## src/sv/dhlt_pkg.sv

```systemverilog
package dhlt_pkg;

  localparam int AngBits      = 16;
  localparam int TrigBits     = 16;
  localparam int LengthBitsDefault = 24;
  localparam int CordicIterDefault = 16;
  localparam int TableLen     = 24;
  localparam int CordicW      = 34;
  localparam logic signed [AngBits-1:0] HalfPiQ13 = 16'sd12868;
  localparam logic signed [AngBits-1:0] PiQ13     = 16'sd25736;
  localparam logic signed [TrigBits-1:0] Q14One   = 16'sd16384;
  localparam logic signed [CordicW-1:0] GainQ30   = 34'sh26DD3B6A;

  localparam int FixedLen = LengthBitsDefault;

  typedef struct packed {
    logic signed [AngBits-1:0]  joint_angle;
    logic signed [AngBits-1:0]  twist_angle;
    logic signed [FixedLen-1:0] link_length;
    logic signed [FixedLen-1:0] link_offset;
  } in_req_t;

  typedef struct packed {
    logic signed [TrigBits-1:0] m00;
    logic signed [TrigBits-1:0] m01;
    logic signed [TrigBits-1:0] m02;
    logic signed [FixedLen-1:0] trans_x;
    logic signed [TrigBits-1:0] m10;
    logic signed [TrigBits-1:0] m11;
    logic signed [TrigBits-1:0] m12;
    logic signed [FixedLen-1:0] trans_y;
    logic signed [TrigBits-1:0] m21;
    logic signed [TrigBits-1:0] m22;
    logic signed [FixedLen-1:0] trans_z;
  } out_req_t;

  function automatic logic signed [CordicW-1:0] atan_q30(input logic [4:0] idx);
    case (idx)
      5'd0:  atan_q30 = 34'sh3243F6A8;
      5'd1:  atan_q30 = 34'sh1DAC6705;
      5'd2:  atan_q30 = 34'sh0FADBAFC;
      5'd3:  atan_q30 = 34'sh07F56EA6;
      5'd4:  atan_q30 = 34'sh03FEAB76;
      5'd5:  atan_q30 = 34'sh01FFD55B;
      5'd6:  atan_q30 = 34'sh00FFFAAA;
      5'd7:  atan_q30 = 34'sh007FFF55;
      5'd8:  atan_q30 = 34'sh003FFFEA;
      5'd9:  atan_q30 = 34'sh001FFFFD;
      5'd10: atan_q30 = 34'sh000FFFFF;
      5'd11: atan_q30 = 34'sh0007FFFF;
      5'd12: atan_q30 = 34'sh0003FFFF;
      5'd13: atan_q30 = 34'sh0001FFFF;
      5'd14: atan_q30 = 34'sh0000FFFF;
      5'd15: atan_q30 = 34'sh00007FFF;
      5'd16: atan_q30 = 34'sh00003FFF;
      5'd17: atan_q30 = 34'sh00001FFF;
      5'd18: atan_q30 = 34'sh00000FFF;
      5'd19: atan_q30 = 34'sh000007FF;
      5'd20: atan_q30 = 34'sh000003FF;
      5'd21: atan_q30 = 34'sh000001FF;
      5'd22: atan_q30 = 34'sh000000FF;
      5'd23: atan_q30 = 34'sh0000007F;
      default: atan_q30 = '0;
    endcase
  endfunction

endpackage

```

## src/sv/dhlt_cordic.sv

```systemverilog
module dhlt_cordic #(
  parameter int ITERS = dhlt_pkg::CordicIterDefault
) (
  input  logic                                   clk,
  input  logic                                   en,
  input  logic signed [dhlt_pkg::AngBits-1:0]    ang,
  output logic signed [dhlt_pkg::TrigBits-1:0]   sin_q14,
  output logic signed [dhlt_pkg::TrigBits-1:0]   cos_q14
);

  localparam int W = dhlt_pkg::CordicW;
  localparam int N = (ITERS > dhlt_pkg::TableLen) ? dhlt_pkg::TableLen : ITERS;
  localparam int ZPad = W - dhlt_pkg::AngBits - 17;

  logic signed [W-1:0] x_r [0:N];
  logic signed [W-1:0] y_r [0:N];
  logic signed [W-1:0] z_r [0:N];
  logic                neg_r [0:N];
  logic signed [dhlt_pkg::TrigBits-1:0] s_r, c_r;

  logic signed [dhlt_pkg::AngBits-1:0] red;
  logic                                fold;

  always_comb begin
    fold = 1'b0;
    red  = ang;
    if (ang > dhlt_pkg::HalfPiQ13) begin
      red  = ang - dhlt_pkg::PiQ13;
      fold = 1'b1;
    end else if (ang < -dhlt_pkg::HalfPiQ13) begin
      red  = ang + dhlt_pkg::PiQ13;
      fold = 1'b1;
    end
  end

  always_ff @(posedge clk) begin
    if (en) begin
      x_r[0]   <= dhlt_pkg::GainQ30;
      y_r[0]   <= '0;
      z_r[0]   <= {{ZPad{red[dhlt_pkg::AngBits-1]}}, red, 17'd0};
      neg_r[0] <= fold;
    end
  end

  for (genvar i = 0; i < N; i++) begin : g_it
    always_ff @(posedge clk) begin
      if (en) begin
        if (!z_r[i][W-1]) begin
          x_r[i+1] <= x_r[i] - (y_r[i] >>> i);
          y_r[i+1] <= y_r[i] + (x_r[i] >>> i);
          z_r[i+1] <= z_r[i] - dhlt_pkg::atan_q30(5'(i));
        end else begin
          x_r[i+1] <= x_r[i] + (y_r[i] >>> i);
          y_r[i+1] <= y_r[i] - (x_r[i] >>> i);
          z_r[i+1] <= z_r[i] + dhlt_pkg::atan_q30(5'(i));
        end
        neg_r[i+1] <= neg_r[i];
      end
    end
  end

  function automatic logic signed [dhlt_pkg::TrigBits-1:0] to_q14(
    input logic signed [W-1:0] v, input logic neg);
    logic signed [W-1:0] r;
    logic signed [dhlt_pkg::TrigBits-1:0] q;
    r = (v + W'(32768)) >>> 16;
    if (r > W'(dhlt_pkg::Q14One)) q = dhlt_pkg::Q14One;
    else if (r < -W'(dhlt_pkg::Q14One)) q = -dhlt_pkg::Q14One;
    else q = r[dhlt_pkg::TrigBits-1:0];
    return neg ? -q : q;
  endfunction

  always_ff @(posedge clk) begin
    if (en) begin
      c_r <= to_q14(x_r[N], neg_r[N]);
      s_r <= to_q14(y_r[N], neg_r[N]);
    end
  end

  assign sin_q14 = s_r;
  assign cos_q14 = c_r;

endmodule

```

## config.mk

```make
export PLATFORM = sky130hd
export DESIGN_NAME = dhlt_cordic
export DESIGN_NICKNAME = d
export VERILOG_FILES = /design/src/sv/dhlt_pkg.sv /design/src/sv/dhlt_cordic.sv
export SDC_FILE = /design/constraint.sdc
export NUM_CORES = 2
export LEC_CHECK = 0
export BUFFER_PORTS_ARGS = -buffer_cell sky130_fd_sc_hd__buf_4
export CAP_MARGIN = 5
export CORE_MARGIN = 10
export CORE_UTILIZATION = 55
export CTS_CLUSTER_SIZE = 10
export DETAILED_ROUTE_END_ITERATION = 8
export PLACE_DENSITY = 0.71
export SYNTH_ARGS = -nofsm -noshare
export SYNTH_HDL_FRONTEND = slang
export SYNTH_SLANG_ARGS = --single-unit
```

## constraint.sdc

```tcl
create_clock -name clk -period 7.62 [get_ports clk]
set_input_delay 1.143 -clock clk [delete_from_list [all_inputs] [get_ports clk]]
set_output_delay 1.143 -clock clk [all_outputs]
set_load 0.05 [all_outputs]
```

; ---- Word level (Yosys, flattened, before mapping)
; Memory sizes are Yosys's and may differ from the RTL's.
; Cells that the tools add are included.
[totals]
n_memories = 4
ff_bits = 32
rom_bits = 0
ram_bits = 1751
word_cells = 319
latchBits = 0
[memory_table]
columns = memory, words, word_bits, read_ports, rd_ports_with_merged_regs, wr, line_no
row1 = x_r, 17, 34, 17, 0, 17, dhlt_cordic.sv:15  ; logic signed [W-1:0] x_r [0:N];
row2 = y_r, 17, 34, 17, 0, 17, dhlt_cordic.sv:16  ; logic signed [W-1:0] y_r [0:N];
row3 = z_r, 17, 34, 16, 0, 17, dhlt_cordic.sv:17  ; logic signed [W-1:0] z_r [0:N];
row4 = neg_r, 17, 1, 17, 0, 17, dhlt_cordic.sv:18  ; logic neg_r [0:N];
[op_classes]
n_lt_le_gt_ge = 6
multipliers = 0
eq_ne = 0
n_mux = 158
n_shift = 0
n_bitwise = 48
n_reduce_logical = 0
addsub = 101
div = 0
[ops]
columns = operator, count
row1 = 2-to-1 mux 34 bit, 48
row2 = 2-to-1 mux 16 bit, 10
row3 = "adder 34 x 17 -> 34 bit, second input constant", 3
row4 = 2-to-1 mux 1 bit, 100
row5 = adder 34 x 19 -> 34 bit, 2
row6 = adder 34 x 20 -> 34 bit, 2
row7 = adder 34 x 21 -> 34 bit, 2
row8 = adder 34 x 22 -> 34 bit, 2
row9 = adder 34 x 23 -> 34 bit, 2
row10 = adder 34 x 24 -> 34 bit, 2
row11 = adder 34 x 25 -> 34 bit, 2
row12 = adder 34 x 26 -> 34 bit, 2
row13 = adder 34 x 27 -> 34 bit, 2
row14 = adder 34 x 28 -> 34 bit, 2
row15 = adder 34 x 29 -> 34 bit, 2
row16 = adder 34 x 30 -> 34 bit, 2
row17 = adder 34 x 31 -> 34 bit, 2
row18 = adder 34 x 32 -> 34 bit, 2
row19 = adder 34 x 33 -> 34 bit, 2
row20 = subtractor 34 x 19 -> 34 bit, 2
row21 = subtractor 34 x 20 -> 34 bit, 2
row22 = subtractor 34 x 21 -> 34 bit, 2
row23 = subtractor 34 x 22 -> 34 bit, 2
row24 = subtractor 34 x 23 -> 34 bit, 2
row25 = other kinds (51), 112

; ---- Longest topological paths before layout
[logic_depth]
ltp_word = 7
depth_mapped = 21
ltp_nobuf = 21

; ---- Worst setup path before layout
; Ideal clock, no wire load.
[synth_path]
kind = input -> register
start = in en
end = mem y_r[7][32] in the netlist's numbering (data pin)
arrival_time_ns = 5.364
n_path_buf = 3
required_ns = 7.355
path_stages = 19
setup_slack_ns = 1.991
setup_time_ns = 0.265
cell_sequence = clkbuf_1 -> clkbuf_1 -> nand2_1 -> inv_1 -> clkbuf_1 -> nor2_1 -> xnor2_1 -> ha_1 -> nor2b_1 -> o31a_1 -> o31a_1 -> nor4_1 -> o21ai_0 -> o21ai_0 -> o211ai_1 -> a211o_1 -> a31oi_1 -> o21ai_0 -> xor2_1
[synth_rtl]
columns = element, line_no
row1 = from (decl), dhlt_cordic.sv:5  ; input logic en,
row2 = to (decl), dhlt_cordic.sv:16

==> results.toml <==
[cells_and_area]
final_core_util = 0.594
fin_nets = 14500
fin_area_um2 = 134000
drive_gt1_frac = 0.0398
fillers = 19100
area_delta_synth_final_pct = 7.39

[place]
placed_area_um2 = 128000
port_buffers = 49
dp_hpwl_mm = 253
routabilityCongestion = 0.970

[clocking]
post_cts_buffers = 0
cts_resized = 0
root_buffer = "clkbuf_16"
clock_path_buffers = 3
cts_inserted_buffers = 181
clock_latency_ns = 0.83
clkTransAtPathRegs_ns = 0.05
cts_hold_buf = 0
cts_tree = "yes"
cts_sinks = 1475
htree_levels = 4

[grt]
grt_pass1_wl_mm = 509
grt_util_all_layers = 0.252
overflow = 0
grt_pass1_vias = 95300
grt_max_degree = 189
antenna_found_initial = 2

[synthesis]
synthTopCellsByArea = "edfxtp_1 (36%), ha_1 (14%), xnor2_1 (9.1%)"
yosys.cell_count.top_type = "edfxtp_1"
synth_top_area_share = 0.356
synth_edf_count = 1475
syn_area_per_cell_um2 = 9.61
synth_top_area_cell = "edfxtp_1"
yosysSeqAreaShare = 0.356
synth-main-ff-cell = "edfxtp_1"
ys_ff_latch = 1475
synth_commonest_cells = "edfxtp_1 (1,475), ha_1 (1,406), a21oi_1 (1,341), xnor2_1 (1,300), nor2_1 (984)"
syn_area_um2 = 124000
synth.distinct_cells = 97
async_flop_share = 0
syn_inst = 12900
ys.warnings.count = 0
syn_nets = 14400

[timing]
tightest_slew_ns = 1.38
slew_violations = 0
hold_viol = 0
rsz0062_at_grt = "no"
min_period_ns = 5.98
period_share = 0.784
setup_viol = 0
hold_slack_ns = 0.419
clock_skew_ns = 0.0345
max_freq_ghz = 0.167
slew_headroom = 0.0579
setup-tns-final_ns = 0

[critical_path]
cp_max_fo = 7
worstPathRequired_ns = 8.19
crit_type = "register to register"
cp.arrival_ns = 6.55
end_kind = "register"
startpoint_type = "register"

[route]
first_pass_iters = 7
finalWirelength_mm = 320
vias_per_cell = 6.10
drc_errors = 0
drtIter0Drc = 7385
ant_nets = 0
wire_per_inst_um = 19.8
vias = 98500

[status]
status = "complete, no violations"

[floorplanning]
rows = 174
dieHeight_um = 496
die_w_um = 496
die_area_um2 = 246000
core_um2 = 225000
start_util = 0.553
io_pins = 50

[flow_run]
cap_violations = 0

[min_path]
hold_path.class = "register to register"
[sequential cells by signal, summed over array words and instances, names as in the netlist]
signal	count
neg_r	17
z_r	461
y_r	496
sin_q14	16
x_r	469
cos_q14	16
[routing by layer]
metal,global-route usage,part of all wire,up-vias
met3,0.0320,0.054,590
met1,0.325,0.43,46700
met5,0,0,-
met4,0.0857,0.035,0
met2,0.437,0.48,2841
li1,-,-,48300
[path summary, 6_finish.rpt]
| kind | startpoint | endpoint | cells past startpoint | slack [ns] |
|---|---|---|---|---|
| max | y_r[15][19] | x_r[16][33] | 19 | 1.64 |
| min | neg_r[0][2] | neg_r[0][3] | 0 | 0.42 |
| max reg2reg | y_r[15][19] | x_r[16][33] | 19 | 1.64 |
| min reg2reg | neg_r[0][2] | neg_r[0][3] | 0 | 0.42 |
[metrics by stage]
| step | cells | setup slack [ns] |
|---|---|---|
| global placement | 15900 | 1.01 |
| detailed placement | 15900 | 0.960 |
| finish | 16100 | 1.64 |
| floorplan | 12900 | 1.99 |
| CTS | 16100 | 1.76 |
| global route | 16100 | 1.22 |
[cell type report]
| cell class | instances | area, um^2 | area share |
|---|---|---|---|
| antenna | 1 | 2.50 | 0.0000187 |
| multi-input combinational | 10700 | 77300 | 0.579 |
| sequential | 1475 | 44300 | 0.331 |
| timing repair buffer | 124 | 976 | 0.00730 |
| clock inverter | 58 | 524 | 0.00392 |
| tap | 2992 | 3740 | 0.0280 |
| inverter | 552 | 2070 | 0.0155 |
| clock buffer | 210 | 4700 | 0.0352 |
[worst max-delay path: stages (launching register included)]
cell and delay, ns:
edfxtp_1 0.50, or4_1 0.60, or3_1 0.43, or4_1 0.48, o41ai_2 0.40, o21ai_1 0.25, nor2_1 0.45, a21oi_1 0.09
ha_1 0.38, inv_1 0.08, a31oi_1 0.05, o21a_1 0.17, o21ai_0 0.15, a21oi_1 0.09, a211oi_1 0.40, a211oi_1 0.21
o41ai_1 0.57, o21bai_1 0.17, a21oi_1 0.21, xnor2_1 0.08
[cells by family (layout without fill, tap and decap cells)]
kind of cell,Yosys count,in the layout,share of synthesized area
AO/OA/AOI/OAI,4052,4052,0.207
AND/OR/NAND/NOR,3232,3232,0.124
XOR/XNOR,1903,1903,0.134
flip-flops,1475,1475,0.356
adder cells (fa/ha/maj),1444,1444,0.147
multiplexers,96,96,0.00809
other,0,1,0
buffers and inverters,745,944,0.0228
[cells in the final DEF (no fill, tap or decap), types with 132 or more instances in the layout]
cell type | synthesis | routed
ha_1 | 1406 | 1406
o21bai_1 | 163 | 163
nand2b_1 | 210 | 210
edfxtp_1 | 1475 | 1475
a21o_1 | 632 | 632
nand3_1 | 210 | 210
xnor2_1 | 1300 | 1300
a21oi_1 | 1341 | 1341
xor2_1 | 602 | 602
a211oi_1 | 141 | 141
nor2b_1 | 161 | 161
o21ai_0 | 701 | 701
nor2_1 | 984 | 984
inv_1 | 541 | 537
nand2_1 | 780 | 776
nor3_1 | 296 | 296
o31ai_1 | 132 | 132
clkbuf_16 | 0 | 184
o21a_1 | 237 | 237
Power is not shown: default switching activity piles up to over one toggle a cycle in this logic, so the estimate is an artifact.
